<file path="config.mk">
export PLATFORM = sky130hd
export DESIGN_NAME = voice_modem_call_controller
export DESIGN_NICKNAME = d
export VERILOG_FILES = /design/src/design/vmcc_pkg.sv /design/src/design/vmcc_ram.sv /design/src/design/vmcc_queue.sv /design/src/design/vmcc_front.sv /design/src/design/vmcc_back.sv /design/src/design/voice_modem_call_controller.sv
export SDC_FILE = /design/constraint.sdc
export NUM_CORES = 1
export LEC_CHECK = 0
export BUFFER_PORTS_ARGS = -buffer_cell sky130_fd_sc_hd__clkbuf_2
export CAP_MARGIN = 10
export CORE_ASPECT_RATIO = 2
export CORE_MARGIN = 2
export CORE_UTILIZATION = 32
export DETAILED_ROUTE_END_ITERATION = 8
export GPL_TIMING_DRIVEN = 0
export PLACE_DENSITY = 0.44
export SLEW_MARGIN = 20
export SYNTH_ARGS = -nofsm -noshare
export SYNTH_HDL_FRONTEND = slang
export SYNTH_HIERARCHICAL = 1
export SYNTH_SLANG_ARGS = --single-unit
</file>
<file path="constraint.sdc">
create_clock -name clk -period 6.2 [get_ports clk]
set_input_delay 1.24 -clock clk [delete_from_list [all_inputs] [get_ports clk]]
set_output_delay 1.24 -clock clk [all_outputs]
set_load 0.05 [all_outputs]
</file>
<file path="src/design/vmcc_pkg.sv">
package vmcc_pkg;

	// Kinds of work carried from the front part to the back part.
	localparam logic [1:0] EK_CMD  = 2'd0;
	localparam logic [1:0] EK_WIRE = 2'd1;
	localparam logic [1:0] EK_TICK = 2'd2;
	localparam logic [1:0] EK_BEND = 2'd3;

	// Wire frame types.
	localparam logic [2:0] FK_NONE   = 3'd0;
	localparam logic [2:0] FK_DTMF   = 3'd1;
	localparam logic [2:0] FK_DIAL   = 3'd2;
	localparam logic [2:0] FK_ANSWER = 3'd3;
	localparam logic [2:0] FK_HANGUP = 3'd4;
	localparam logic [2:0] FK_DATA   = 3'd5;
	localparam logic [2:0] FK_END    = 3'd6;

	// Console command and reply words.
	localparam logic [15:0] CMD_WAKE     = 16'hFFFF;
	localparam logic [15:0] CMD_RATE     = 16'hFFFE;
	localparam logic [15:0] CMD_DTMF     = 16'h8A20;
	localparam logic [15:0] CMD_DTMF_MSK = 16'hFFF0;
	localparam logic [15:0] CMD_ANSWER   = 16'h2480;
	localparam logic [15:0] CMD_ORIG     = 16'h2C80;
	localparam logic [15:0] CMD_POLL_LNK = 16'h8C01;
	localparam logic [15:0] CMD_POLL_OFF = 16'h8C00;
	localparam logic [15:0] CMD_DIAL     = 16'h6800;
	localparam logic [15:0] CMD_STATUS   = 16'h8100;
	localparam logic [15:0] CMD_HANGUP   = 16'h9000;
	localparam logic [7:0]  CMD_DATA_HI  = 8'hF0;
	localparam logic [15:0] MSG_AWAKE    = 16'hB800;
	localparam logic [15:0] MSG_NO_DIGIT = 16'hFFFE;
	localparam logic [15:0] MSG_CONN     = 16'h8600;
	localparam logic [15:0] MSG_CONN2    = 16'hA4FC;
	localparam logic [15:0] MSG_IDLE     = 16'h8000;
	localparam logic [15:0] MSG_DROPPED  = 16'hA401;
	localparam logic [15:0] MSG_RING     = 16'hB100;
	localparam logic [15:0] MSG_BURST    = 16'hF301;
	localparam logic [15:0] MSG_DATA     = 16'hF000;

	// Configuration register indexes.
	localparam logic CFG_RING_PERIOD = 1'b0;
	localparam logic CFG_SPEED_CODE  = 1'b1;

	typedef struct packed {
		logic [1:0] mode;
		logic [7:0] data_byte;
		logic       link_up;
	} in_t;

	typedef struct packed {
		logic        to_wire;
		logic [15:0] message_word;
		logic [2:0]  frame_kind;
		logic [7:0]  frame_value;
		logic        last;
	} out_t;

	typedef struct packed {
		logic [1:0]  kind;
		logic [15:0] word;
		logic        link;
	} entry_t;

	typedef struct packed {
		logic [7:0] ring_period;
		logic [3:0] speed_code;
	} cfg_t;

	function automatic out_t mk_msg(input logic [15:0] w);
		out_t r;
		r = '0;
		r.message_word = w;
		return r;
	endfunction

	function automatic out_t mk_frame(input logic [2:0] k, input logic [7:0] v);
		out_t r;
		r = '0;
		r.to_wire = 1'b1;
		r.frame_kind = k;
		r.frame_value = v;
		return r;
	endfunction

endpackage

</file>
<file path="src/design/vmcc_ram.sv">
module vmcc_ram #(
	parameter int WIDTH = 4,
	parameter int DEPTH = 32,
	parameter int AW = 5
) (
	input  logic             clk,
	input  logic             we,
	input  logic [AW-1:0]    waddr,
	input  logic [WIDTH-1:0] wdata,
	input  logic             re,
	input  logic [AW-1:0]    raddr,
	output logic [WIDTH-1:0] rdata
);

	logic [WIDTH-1:0] mem_q [DEPTH];
	logic [WIDTH-1:0] rdata_q;

	// One write port and one registered read port; read data holds between reads.
	always_ff @(posedge clk) begin
		if (we) begin
			mem_q[waddr] <= wdata;
		end
		if (re) begin
			rdata_q <= mem_q[raddr];
		end
	end

	assign rdata = rdata_q;

endmodule

</file>
<file path="src/design/vmcc_queue.sv">
module vmcc_queue (
	input  logic                clk,
	input  logic                arst_n,
	input  logic                push,
	input  vmcc_pkg::entry_t    push_data,
	input  logic                pop,
	output vmcc_pkg::entry_t    head,
	output logic                empty,
	output logic                full
);

	vmcc_pkg::entry_t slot_q [2];
	logic       wp_q;
	logic       rp_q;
	logic [1:0] cnt_q;

	assign empty = (cnt_q == 2'd0);
	assign full  = (cnt_q == 2'd2);
	assign head  = slot_q[rp_q];

	// Two-entry ring of work words between the front and back parts.
	always_ff @(posedge clk) begin
		if (push) begin
			slot_q[wp_q] <= push_data;
		end
	end

	always_ff @(posedge clk or negedge arst_n) begin
		if (!arst_n) begin
			wp_q  <= 1'b0;
			rp_q  <= 1'b0;
			cnt_q <= 2'd0;
		end else begin
			if (push) begin
				wp_q <= ~wp_q;
			end
			if (pop) begin
				rp_q <= ~rp_q;
			end
			cnt_q <= cnt_q + {1'b0, push} - {1'b0, pop};
		end
	end

endmodule

</file>
<file path="src/design/vmcc_front.sv">
module vmcc_front (
	input  logic             clk,
	input  logic             arst_n,
	input  logic             accept,
	input  vmcc_pkg::in_t    in_word,
	output logic             push,
	output vmcc_pkg::entry_t push_data
);

	logic       low_held_q;
	logic [7:0] low_byte_q;
	logic       type_held_q;
	logic [7:0] type_byte_q;

	// Pair console bytes into commands and wire bytes into frames; other kinds pass straight through.
	always_comb begin
		push = 1'b0;
		push_data.kind = in_word.mode;
		push_data.link = in_word.link_up;
		push_data.word = {8'd0, in_word.data_byte};
		case (in_word.mode)
			vmcc_pkg::EK_CMD: begin
				push = accept && low_held_q;
				push_data.word = {in_word.data_byte, low_byte_q};
			end
			vmcc_pkg::EK_WIRE: begin
				push = accept && type_held_q;
				push_data.word = {type_byte_q, in_word.data_byte};
			end
			default: begin
				push = accept;
			end
		endcase
	end

	always_ff @(posedge clk) begin
		if (accept && in_word.mode == vmcc_pkg::EK_CMD && !low_held_q) begin
			low_byte_q <= in_word.data_byte;
		end
		if (accept && in_word.mode == vmcc_pkg::EK_WIRE && !type_held_q) begin
			type_byte_q <= in_word.data_byte;
		end
	end

	always_ff @(posedge clk or negedge arst_n) begin
		if (!arst_n) begin
			low_held_q  <= 1'b0;
			type_held_q <= 1'b0;
		end else if (accept) begin
			if (in_word.mode == vmcc_pkg::EK_CMD) begin
				low_held_q <= ~low_held_q;
			end
			if (in_word.mode == vmcc_pkg::EK_WIRE) begin
				type_held_q <= ~type_held_q;
			end
		end
	end

endmodule

</file>
<file path="src/design/vmcc_back.sv">
module vmcc_back #(
	parameter int HEARD_DEPTH = 32,
	parameter int PENDING_DEPTH = 16
) (
	input  logic             clk,
	input  logic             arst_n,
	input  vmcc_pkg::cfg_t   cfg,
	input  vmcc_pkg::entry_t head,
	input  logic             empty,
	output logic             pop,
	output logic             out_valid,
	input  logic             out_stall,
	output vmcc_pkg::out_t   out_data
);

	localparam int HW  = (HEARD_DEPTH > 1) ? $clog2(HEARD_DEPTH) : 1;
	localparam int HCW = $clog2(HEARD_DEPTH + 1);
	localparam int PW  = (PENDING_DEPTH > 1) ? $clog2(PENDING_DEPTH) : 1;
	localparam int PCW = $clog2(PENDING_DEPTH + 1);

	localparam logic [1:0] S_IDLE = 2'd0;
	localparam logic [1:0] S_EMIT = 2'd1;
	localparam logic [1:0] S_FRD  = 2'd2;
	localparam logic [1:0] S_FOUT = 2'd3;

	logic [1:0] state_q, state_d;
	logic awake_q, awake_d, answer_q, answer_d, conn_q, conn_d;
	logic dialed_q, dialed_d, dds_q, dds_d, rp_q, rp_d, burst_q, burst_d;
	logic [7:0] cd_q, cd_d;
	logic [HW-1:0] head_q, head_d;
	logic [HCW-1:0] hc_q, hc_d;
	logic [PCW-1:0] pc_q, pc_d;
	logic [PCW-1:0] fn_q, fn_d, fi_q, fi_d;
	vmcc_pkg::out_t r0_q, r0_d, r1_q, r1_d, out_q, out_d;
	logic r0v_q, r0v_d, r1v_q, r1v_d, r0h_q, r0h_d, r1h_q, r1h_d;
	logic out_valid_q, out_valid_d;

	logic          h_we, h_re, p_we, p_re;
	logic [HW-1:0] h_waddr;
	logic [HW:0]   h_tail;
	logic [PW-1:0] p_raddr;
	logic [3:0]    h_rdata, p_rdata;
	logic          out_free;
	logic [15:0]   w;

	assign w = head.word;
	assign out_free = !out_valid_q || !out_stall;
	assign out_valid = out_valid_q;
	assign out_data = out_q;
	assign p_raddr = fi_q[PW-1:0];

	// Write slot of the heard queue, wrapped once at the depth.
	always_comb begin
		h_tail = {1'b0, head_q} + {1'b0, hc_q[HW-1:0]};
		if (h_tail >= (HW+1)'(HEARD_DEPTH)) begin
			h_tail = h_tail - (HW+1)'(HEARD_DEPTH);
		end
		h_waddr = h_tail[HW-1:0];
	end

	vmcc_ram #(.WIDTH(4), .DEPTH(HEARD_DEPTH), .AW(HW)) u_heard (
		.clk(clk), .we(h_we), .waddr(h_waddr), .wdata(w[3:0]),
		.re(h_re), .raddr(head_q), .rdata(h_rdata)
	);

	vmcc_ram #(.WIDTH(4), .DEPTH(PENDING_DEPTH), .AW(PW)) u_pending (
		.clk(clk), .we(p_we), .waddr(pc_q[PW-1:0]), .wdata(w[3:0]),
		.re(p_re), .raddr(p_raddr), .rdata(p_rdata)
	);

	// Command execution: one work word is evaluated, then its results are sent in order.
	always_comb begin
		state_d = state_q;
		awake_d = awake_q; answer_d = answer_q; conn_d = conn_q;
		dialed_d = dialed_q; dds_d = dds_q; rp_d = rp_q; burst_d = burst_q;
		cd_d = cd_q; head_d = head_q; hc_d = hc_q; pc_d = pc_q;
		fn_d = fn_q; fi_d = fi_q;
		r0_d = r0_q; r1_d = r1_q;
		r0v_d = r0v_q; r1v_d = r1v_q; r0h_d = r0h_q; r1h_d = r1h_q;
		out_d = out_q;
		out_valid_d = out_valid_q && out_stall;
		pop = 1'b0;
		h_we = 1'b0; h_re = 1'b0; p_we = 1'b0; p_re = 1'b0;

		case (state_q)
			S_IDLE: begin
				if (!empty) begin
					pop = 1'b1;
					state_d = S_EMIT;
					r0v_d = 1'b0; r1v_d = 1'b0; r0h_d = 1'b0; r1h_d = 1'b0;
					fn_d = '0; fi_d = '0;
					case (head.kind)
						vmcc_pkg::EK_CMD: begin
							if (w == vmcc_pkg::CMD_WAKE || w == vmcc_pkg::CMD_HANGUP) begin
								// Wake and hang-up both drop any call.
								if (w == vmcc_pkg::CMD_WAKE) begin
									awake_d = 1'b1;
									r1_d = vmcc_pkg::mk_msg(vmcc_pkg::MSG_AWAKE);
								end else begin
									r1_d = vmcc_pkg::mk_msg(w);
								end
								r1v_d = 1'b1;
								r0_d = vmcc_pkg::mk_frame(vmcc_pkg::FK_HANGUP, 8'd0);
								r0v_d = (conn_q || dialed_q) && head.link;
								conn_d = 1'b0; dialed_d = 1'b0; dds_d = 1'b0;
								rp_d = 1'b0; burst_d = 1'b0; pc_d = '0;
								head_d = '0; hc_d = '0;
							end else if (w == vmcc_pkg::CMD_RATE) begin
								// Rate switch has no effect.
							end else if ((w & vmcc_pkg::CMD_DTMF_MSK) == vmcc_pkg::CMD_DTMF) begin
								r0_d = vmcc_pkg::mk_msg(w);
								r0v_d = 1'b1;
								r1_d = vmcc_pkg::mk_frame(vmcc_pkg::FK_DTMF, {4'd0, w[3:0]});
								if (conn_q) begin
									r1v_d = head.link;
								end else if (answer_q) begin
									if (pc_q < PCW'(PENDING_DEPTH)) begin
										p_we = 1'b1;
										pc_d = pc_q + 1'b1;
									end
								end else begin
									dds_d = 1'b1;
								end
							end else if (w == vmcc_pkg::CMD_ANSWER) begin
								answer_d = 1'b1;
								r0_d = vmcc_pkg::mk_msg(w);
								r0v_d = 1'b1;
								r1_d = vmcc_pkg::mk_frame(vmcc_pkg::FK_ANSWER, 8'd0);
								if (rp_q && !conn_q) begin
									r1v_d = head.link;
									conn_d = 1'b1; rp_d = 1'b0; pc_d = '0;
									fn_d = head.link ? pc_q : '0;
								end
							end else if (w == vmcc_pkg::CMD_ORIG) begin
								answer_d = 1'b0;
								r0_d = vmcc_pkg::mk_msg(w);
								r0v_d = 1'b1;
							end else if (w == vmcc_pkg::CMD_POLL_LNK) begin
								r0_d = vmcc_pkg::mk_msg(head.link ? vmcc_pkg::CMD_POLL_LNK
									: vmcc_pkg::CMD_POLL_OFF);
								r0v_d = 1'b1;
							end else if (w == vmcc_pkg::CMD_POLL_OFF) begin
								r0_d = vmcc_pkg::mk_msg(vmcc_pkg::CMD_POLL_OFF);
								r0v_d = 1'b1;
							end else if (w == vmcc_pkg::CMD_DIAL) begin
								// Dial goes out once a digit was keyed; then one heard digit is read.
								r0_d = vmcc_pkg::mk_frame(vmcc_pkg::FK_DIAL, 8'd0);
								if (!dialed_q && !answer_q && dds_q) begin
									dds_d = 1'b0; dialed_d = 1'b1;
									r0v_d = head.link;
								end
								r1v_d = 1'b1;
								if (hc_q != '0) begin
									h_re = 1'b1;
									r1h_d = 1'b1;
									r1_d = vmcc_pkg::mk_msg(vmcc_pkg::CMD_DIAL);
									head_d = (head_q == HW'(HEARD_DEPTH - 1)) ? '0 : head_q + 1'b1;
									hc_d = hc_q - 1'b1;
								end else begin
									r1_d = vmcc_pkg::mk_msg(vmcc_pkg::MSG_NO_DIGIT);
								end
							end else if (w == vmcc_pkg::CMD_STATUS) begin
								r0v_d = 1'b1;
								if (conn_q) begin
									r0_d = vmcc_pkg::mk_msg(vmcc_pkg::MSG_CONN
										| {8'd0, cfg.speed_code, 4'd0});
									r1_d = vmcc_pkg::mk_msg(vmcc_pkg::MSG_CONN2);
									r1v_d = 1'b1;
								end else begin
									r0_d = vmcc_pkg::mk_msg(vmcc_pkg::MSG_IDLE);
								end
							end else if (w[15:8] == vmcc_pkg::CMD_DATA_HI) begin
								r0_d = vmcc_pkg::mk_frame(vmcc_pkg::FK_DATA, w[7:0]);
								if (conn_q) begin
									r0v_d = head.link;
									burst_d = 1'b1;
								end
							end else begin
								// Unknown commands are echoed.
								r0_d = vmcc_pkg::mk_msg(w);
								r0v_d = 1'b1;
							end
						end
						vmcc_pkg::EK_WIRE: begin
							case (w[15:8])
								8'(vmcc_pkg::FK_DTMF): begin
									if (hc_q < HCW'(HEARD_DEPTH)) begin
										h_we = 1'b1;
										hc_d = hc_q + 1'b1;
									end
								end
								8'(vmcc_pkg::FK_DIAL): begin
									r0_d = vmcc_pkg::mk_frame(vmcc_pkg::FK_ANSWER, 8'd0);
									if (answer_q && !conn_q) begin
										r0v_d = head.link;
										conn_d = 1'b1; rp_d = 1'b0; pc_d = '0;
										fn_d = head.link ? pc_q : '0;
									end else if (!conn_q) begin
										rp_d = 1'b1;
										cd_d = 8'd0;
									end
								end
								8'(vmcc_pkg::FK_ANSWER): begin
									conn_d = 1'b1; rp_d = 1'b0; pc_d = '0;
									fn_d = head.link ? pc_q : '0;
								end
								8'(vmcc_pkg::FK_HANGUP): begin
									r0_d = vmcc_pkg::mk_msg(vmcc_pkg::MSG_DROPPED);
									r0v_d = conn_q && awake_q;
									conn_d = 1'b0; dialed_d = 1'b0; rp_d = 1'b0;
									head_d = '0; hc_d = '0;
								end
								8'(vmcc_pkg::FK_DATA): begin
									r0_d = vmcc_pkg::mk_msg(vmcc_pkg::MSG_DATA | {8'd0, w[7:0]});
									r0v_d = 1'b1;
								end
								8'(vmcc_pkg::FK_END): begin
									r0_d = vmcc_pkg::mk_msg(vmcc_pkg::MSG_BURST);
									r0v_d = 1'b1;
								end
								default: begin
								end
							endcase
						end
						vmcc_pkg::EK_TICK: begin
							// Ring pacing while a call waits to be answered.
							r0_d = vmcc_pkg::mk_msg(vmcc_pkg::MSG_RING);
							if (rp_q && !conn_q && awake_q) begin
								if (cd_q == 8'd0) begin
									r0v_d = 1'b1;
									cd_d = cfg.ring_period;
								end else begin
									cd_d = cd_q - 8'd1;
								end
							end
						end
						default: begin
							r0_d = vmcc_pkg::mk_frame(vmcc_pkg::FK_END, 8'd0);
							if (burst_q) begin
								burst_d = 1'b0;
								r0v_d = head.link;
							end
						end
					endcase
				end
			end
			S_EMIT: begin
				// Send the fixed results first, then any pending digit flush.
				if (r0v_q) begin
					if (out_free) begin
						out_d = r0_q;
						if (r0h_q) begin
							out_d.message_word = vmcc_pkg::CMD_DIAL | {12'd0, h_rdata};
						end
						out_d.last = !r1v_q && (fn_q == '0);
						out_valid_d = 1'b1;
						r0v_d = 1'b0;
					end
				end else if (r1v_q) begin
					if (out_free) begin
						out_d = r1_q;
						if (r1h_q) begin
							out_d.message_word = vmcc_pkg::CMD_DIAL | {12'd0, h_rdata};
						end
						out_d.last = (fn_q == '0);
						out_valid_d = 1'b1;
						r1v_d = 1'b0;
					end
				end else if (fn_q != '0) begin
					state_d = S_FRD;
				end else begin
					state_d = S_IDLE;
				end
			end
			S_FRD: begin
				p_re = 1'b1;
				state_d = S_FOUT;
			end
			default: begin
				if (out_free) begin
					out_d = vmcc_pkg::mk_frame(vmcc_pkg::FK_DTMF, {4'd0, p_rdata});
					out_d.last = (fi_q + 1'b1 == fn_q);
					out_valid_d = 1'b1;
					fi_d = fi_q + 1'b1;
					state_d = (fi_q + 1'b1 == fn_q) ? S_IDLE : S_FRD;
				end
			end
		endcase
	end

	always_ff @(posedge clk) begin
		r0_q <= r0_d;
		r1_q <= r1_d;
		out_q <= out_d;
		fn_q <= fn_d;
		fi_q <= fi_d;
		r0h_q <= r0h_d;
		r1h_q <= r1h_d;
	end

	always_ff @(posedge clk or negedge arst_n) begin
		if (!arst_n) begin
			state_q <= S_IDLE;
			awake_q <= 1'b0; answer_q <= 1'b0; conn_q <= 1'b0;
			dialed_q <= 1'b0; dds_q <= 1'b0; rp_q <= 1'b0; burst_q <= 1'b0;
			cd_q <= 8'd0; head_q <= '0; hc_q <= '0; pc_q <= '0;
			r0v_q <= 1'b0; r1v_q <= 1'b0;
			out_valid_q <= 1'b0;
		end else begin
			state_q <= state_d;
			awake_q <= awake_d; answer_q <= answer_d; conn_q <= conn_d;
			dialed_q <= dialed_d; dds_q <= dds_d; rp_q <= rp_d; burst_q <= burst_d;
			cd_q <= cd_d; head_q <= head_d; hc_q <= hc_d; pc_q <= pc_d;
			r0v_q <= r0v_d; r1v_q <= r1v_d;
			out_valid_q <= out_valid_d;
		end
	end

endmodule

</file>
<file path="src/design/voice_modem_call_controller.sv">
// Modem call controller. Console bytes pair into commands (low byte first) and wire bytes
// pair into frames in the front part, which passes each finished word through a two-entry
// queue; the back part executes one word at a time and sends its results through an output
// register, so input is taken while results wait. A word is evaluated in the idle state,
// its results are then sent one at a time, holding while the output stalls, and the back
// part then returns to idle; each digit of a pending-digit flush is first read from the
// digit memory, whose read is registered, and then sent, so the worst word is an answer with
// sixteen pending digits. The first byte of a pair is only held in the front part.
module voice_modem_call_controller #(
	parameter int HEARD_DEPTH = 32,
	parameter int PENDING_DEPTH = 16
) (
	input  logic             clk,
	input  logic             arst_n,
	input  logic             in_valid,
	output logic             in_stall,
	input  vmcc_pkg::in_t    in_data,
	output logic             out_valid,
	input  logic             out_stall,
	output vmcc_pkg::out_t   out_data,
	input  logic             cfg_we,
	input  logic             cfg_index,
	input  logic [7:0]       cfg_data
);

	vmcc_pkg::cfg_t   cfg_q;
	vmcc_pkg::entry_t push_data;
	vmcc_pkg::entry_t head;
	logic push, pop, empty, full;

	assign in_stall = full;

	// Configuration registers.
	always_ff @(posedge clk or negedge arst_n) begin
		if (!arst_n) begin
			cfg_q.ring_period <= 8'd60;
			cfg_q.speed_code <= 4'd13;
		end else if (cfg_we) begin
			case (cfg_index)
				vmcc_pkg::CFG_RING_PERIOD: cfg_q.ring_period <= cfg_data;
				vmcc_pkg::CFG_SPEED_CODE: cfg_q.speed_code <= cfg_data[3:0];
				default: begin
				end
			endcase
		end
	end

	vmcc_front u_front (
		.clk(clk), .arst_n(arst_n), .accept(in_valid && !in_stall),
		.in_word(in_data), .push(push), .push_data(push_data)
	);

	vmcc_queue u_queue (
		.clk(clk), .arst_n(arst_n), .push(push), .push_data(push_data),
		.pop(pop), .head(head), .empty(empty), .full(full)
	);

	vmcc_back #(.HEARD_DEPTH(HEARD_DEPTH), .PENDING_DEPTH(PENDING_DEPTH)) u_back (
		.clk(clk), .arst_n(arst_n), .cfg(cfg_q), .head(head), .empty(empty),
		.pop(pop), .out_valid(out_valid), .out_stall(out_stall), .out_data(out_data)
	);

endmodule
</file>
==> results by group <==
STA
  • Slew Limit Fails: 0
  • Tmin final: 4.835 ns
  • Top achievable clock speed: 0.2068 GHz
  • Setup TNS: 0 ns
  • Slew @ Worst Pin: around 0.96 ns
  • Clk_skew: ~0.019 ns
  • Final Hold Fails: 0
  • Final period utilization: 0.7799
  • Worst slew margin: 0.3595
  • # setup viols final: 0
  • RSZ-0062 raised after global routing: false

Clock network
  • Sink Count: 398
  • Max clock buf depth: 3
  • Worst-path clk slew: 0.06 ns
  • Clock root buffer: clkbuf_16
  • Post-CTS Hold Buffers: 0
  • Total setup buffers inserted after CTS: 0
  • Post_cts resized: 0
  • Clk_lat worst skew: 0.55 ns
  • CTS Buf Count: 39
  • H-tree levels: 2
  • CTS tree: done

Detailed routing
  • Vias per inst: approximately 5.0
  • Final wirelength: 47.42 mm
  • DR WL/cell: 22.90 µm
  • DR vias: 10421
  • # DRC: 0
  • DR pass1 iterations: 5
  • Antenna Violating Nets Remaining: 0
  • DRT iter0 DRCs: just over 600

Synthesis
  • Share of the synthesized area in the top cell type: 0.5754
  • Number of synthesized flops with an enable pin: between 300 and 400
  • Yosys warns: 6
  • Syn Std Cell Area: 17950 µm²
  • Synth unique cells: 90
  • Synth top area cells: edfxtp_1 58%, dfrtp_1 6.6%, mux4_2 5.3%, mux2_4 2.3%, nor2_1 2.2%
  • Mux contribution to synthesized area: 0.1196
  • Synth Area in Compound Gates: 0.06119
  • XOR/XNOR Fraction of Synth Area: 0.009617
  • Avg Cell Area, Syn: 15.01 µm²
  • #FFs+latches synth: 398
  • Simple-Gate Fraction of Synth Area: 0.1151
  • Post-Syn Instances: ~1200
  • Largest family of logic cells by synthesized area: multiplexers
  • Main synth FF type: edfxtp_1
  • Synth Net Count: roughly 1200
  • Post-synth top area cell: edfxtp_1
  • Asr flop ratio synth: 0.1357
  • Adder-Cell Fraction of Synth Area: 0.01714
  • Part of the Yosys area used for sequential elements: 0.6511

Min path
  • Min-delay worst type: flop to flop
  • Hold path startpoint: u_front/low_held_q$_DFFE_PN0P_

Final layout
  • Layout filler cell count: 5258
  • # diodes: 0
  • Final nets: 1347
  • Multi-input logic area: 5836 µm²
  • Commonest cells after routing, fill and taps aside: 344 x edfxtp_1, 104 x nor2_1, 65 x nand2_1
  • Total area of sequential cells: around 12000 µm²
  • Layout area overhead: 14.04%
  • Most common cell after layout, fill and taps aside: edfxtp_1
  • Post-Layout Cell Count: 2071
  • Layout cells sized above 1: 0.2072

Setup path
  • Crit path kind: flop to flop
  • CP max FO: 49
  • Reg2reg start: u_queue/rp_q$_DFFE_PN0P_
  • Critical path origin: u_queue/rp_q$_DFFE_PN0P_
  • Critical Path Source Type: flop
  • Critical Path RT: 6.38 ns
  • Worst setup EP type: flop
  • Data arrival time of the worst path: between 5 and 6 ns

Power
  • Worst VDD drop: 0.1918 mV
  • Power, Total: 9.280 mW
  • Leak: between 6 and 7 nW
  • PwrDens: 453.2 nW/µm²

GRT
  • Largest net degree at the start of global routing: 55
  • First-pass GRT wire length: approximately 71 mm
  • Vias in the first global route: between 10000 and 15000
  • GRT Util Overall: 0.1663
  • Initial antenna violation count: 0
  • Remaining global-route overflow: 0

Placement
  • Placed insts: 2001
  • Placed wire-length estimate: 35.08 mm
  • IO buf count: 54
  • Gpl congestion: around 0.90

Floorplan
  • Die Y: 339.0 µm
  • Row count: 122
  • CORE AREA: 55410 µm²
  • Initial Util: 0.3240
  • Full die area: 58130 µm²
  • Top-Level Pins: 56
  • Die X: 171.5 µm

Flow run
  • Max_cap viols: 0

Run status
  • Status: complete, no violations
-- synthesized netlist by cell type, types with 6 or more instances --
cell      instances
edfxtp_1        344
nor2_1          105
nand2_1          65
dfrtp_1          47
o21ai_0          44
mux4_2           42
a21oi_1          36
nand3_1          35
mux2_4           28
nor3_1           28
inv_1            26
and2_1           23
clkbuf_1         23
ha_1             23
nor2b_1          23
mux2i_1          21
a22oi_1          18
mux2_2           18
mux4_1           14
nand4_1          14
and3_1           12
buf_2            12
buf_6            12
nand2b_1         10
o31ai_1          10
xor2_1           10
a31oi_1           9
nand3b_1          9
a21o_1            8
nor4_1            8
dfstp_2           7
xnor2_1           7
and4_1            6
buf_4             6
nor3b_1           6
-- logic make-up (layout without fill, tap and decap cells) --
group	count (synthesis)	in the layout
AOI/OAI and AO/OA	167	167
xor gates and xnor gates	18	18
adders and majority gates	24	24
buffers and inverters	86	217
DFF	398	398
muxes	123	123
other	1	1
and+or+nand+nor	379	379
-- flip-flops by register name (all words and copies together) (netlist names), 12 cells and up --
| register | cells |
|---|---|
| u_back/u_pending/mem_q | 64 |
| u_back/u_heard/mem_q | 128 |
| cfg_q | 12 |
| u_back/out_data | 29 |
| u_back/r0_q | 28 |
| u_back/r1_q | 22 |
| u_queue/slot_q | 38 |
-- through the flow --
step | setup WS [ns] | hold slack, ns | instance area, µm² | utilization
global placement | 0.9171 | 0.4695 | 19150 | 0.3457
CTS | 1.311 | 0.4971 | 20470 | 0.3695
global route | 1.174 | 0.5191 | 20470 | 0.3695
finish | 1.365 | 0.4987 | 20470 | 0.3695
detailed placement | 1.339 | 0.4831 | 19300 | 0.3484
floorplan | 2.126 | 0.4555 | 17950 | -
-- power by group --
| part | leakage, nW | internal [mW] | total [mW] | switching [mW] |
|---|---|---|---|---|
| Clock | 0.562 | 1.24 | 2.24 | 1.00 |
| Sequential | 3.84 | 3.55 | 3.78 | 0.223 |
| Combinational | 2.60 | 1.11 | 3.26 | 2.15 |
-- worst max-delay path, stage by stage, from the launching register on --
cell and delay (ns):
dfrtp_1 0.40, buf_6 0.17, mux2_4 0.55, buf_2 0.43
nor4b_1 0.13, nand4_1 0.30, nand3_2 0.22, buf_6 0.22
nor4_1 0.80, or3b_2 0.57, nor3_1 0.59
-- per-layer routing --
layer,GRT usage,vias up,share of wire
met3,0.01728,99,0.026
met4,0.08351,0,0.051
li1,-,4825,-
met1,0.1518,5263,0.32
met2,0.3442,234,0.60
met5,0,-,0
-- layout make-up --
class	instances	area share
Inverter	28	0.005194
Multi-Input combinational cell	712	0.2850
Clock inverter	16	0.005255
Buffer	58	0.01766
Timing Repair Buffer	61	0.01858
Tap cell	744	0.04547
Sequential cell	398	0.5710
Clock buffer	54	0.05188
-- worst paths after layout --
kind / end / slack (ns) / cells after the start
max reg2reg: u_back/u_pending/mem_q[0][0]$_DFFE_PP_ / 1.36 / 10
min in group asynchronous: u_front/type_held_q$_DFFE_PN0P_ / 0.59 / 1
max in group asynchronous: cfg_q[3]$_DFFE_PN1P_ / 5.06 / 2
min reg2reg: u_front/low_held_q$_DFFE_PN0P_ / 0.50 / 1
max: u_back/u_pending/mem_q[0][0]$_DFFE_PP_ / 1.36 / 10
min: u_front/low_held_q$_DFFE_PN0P_ / 0.50 / 1
(Power assumes the default switching activity.)
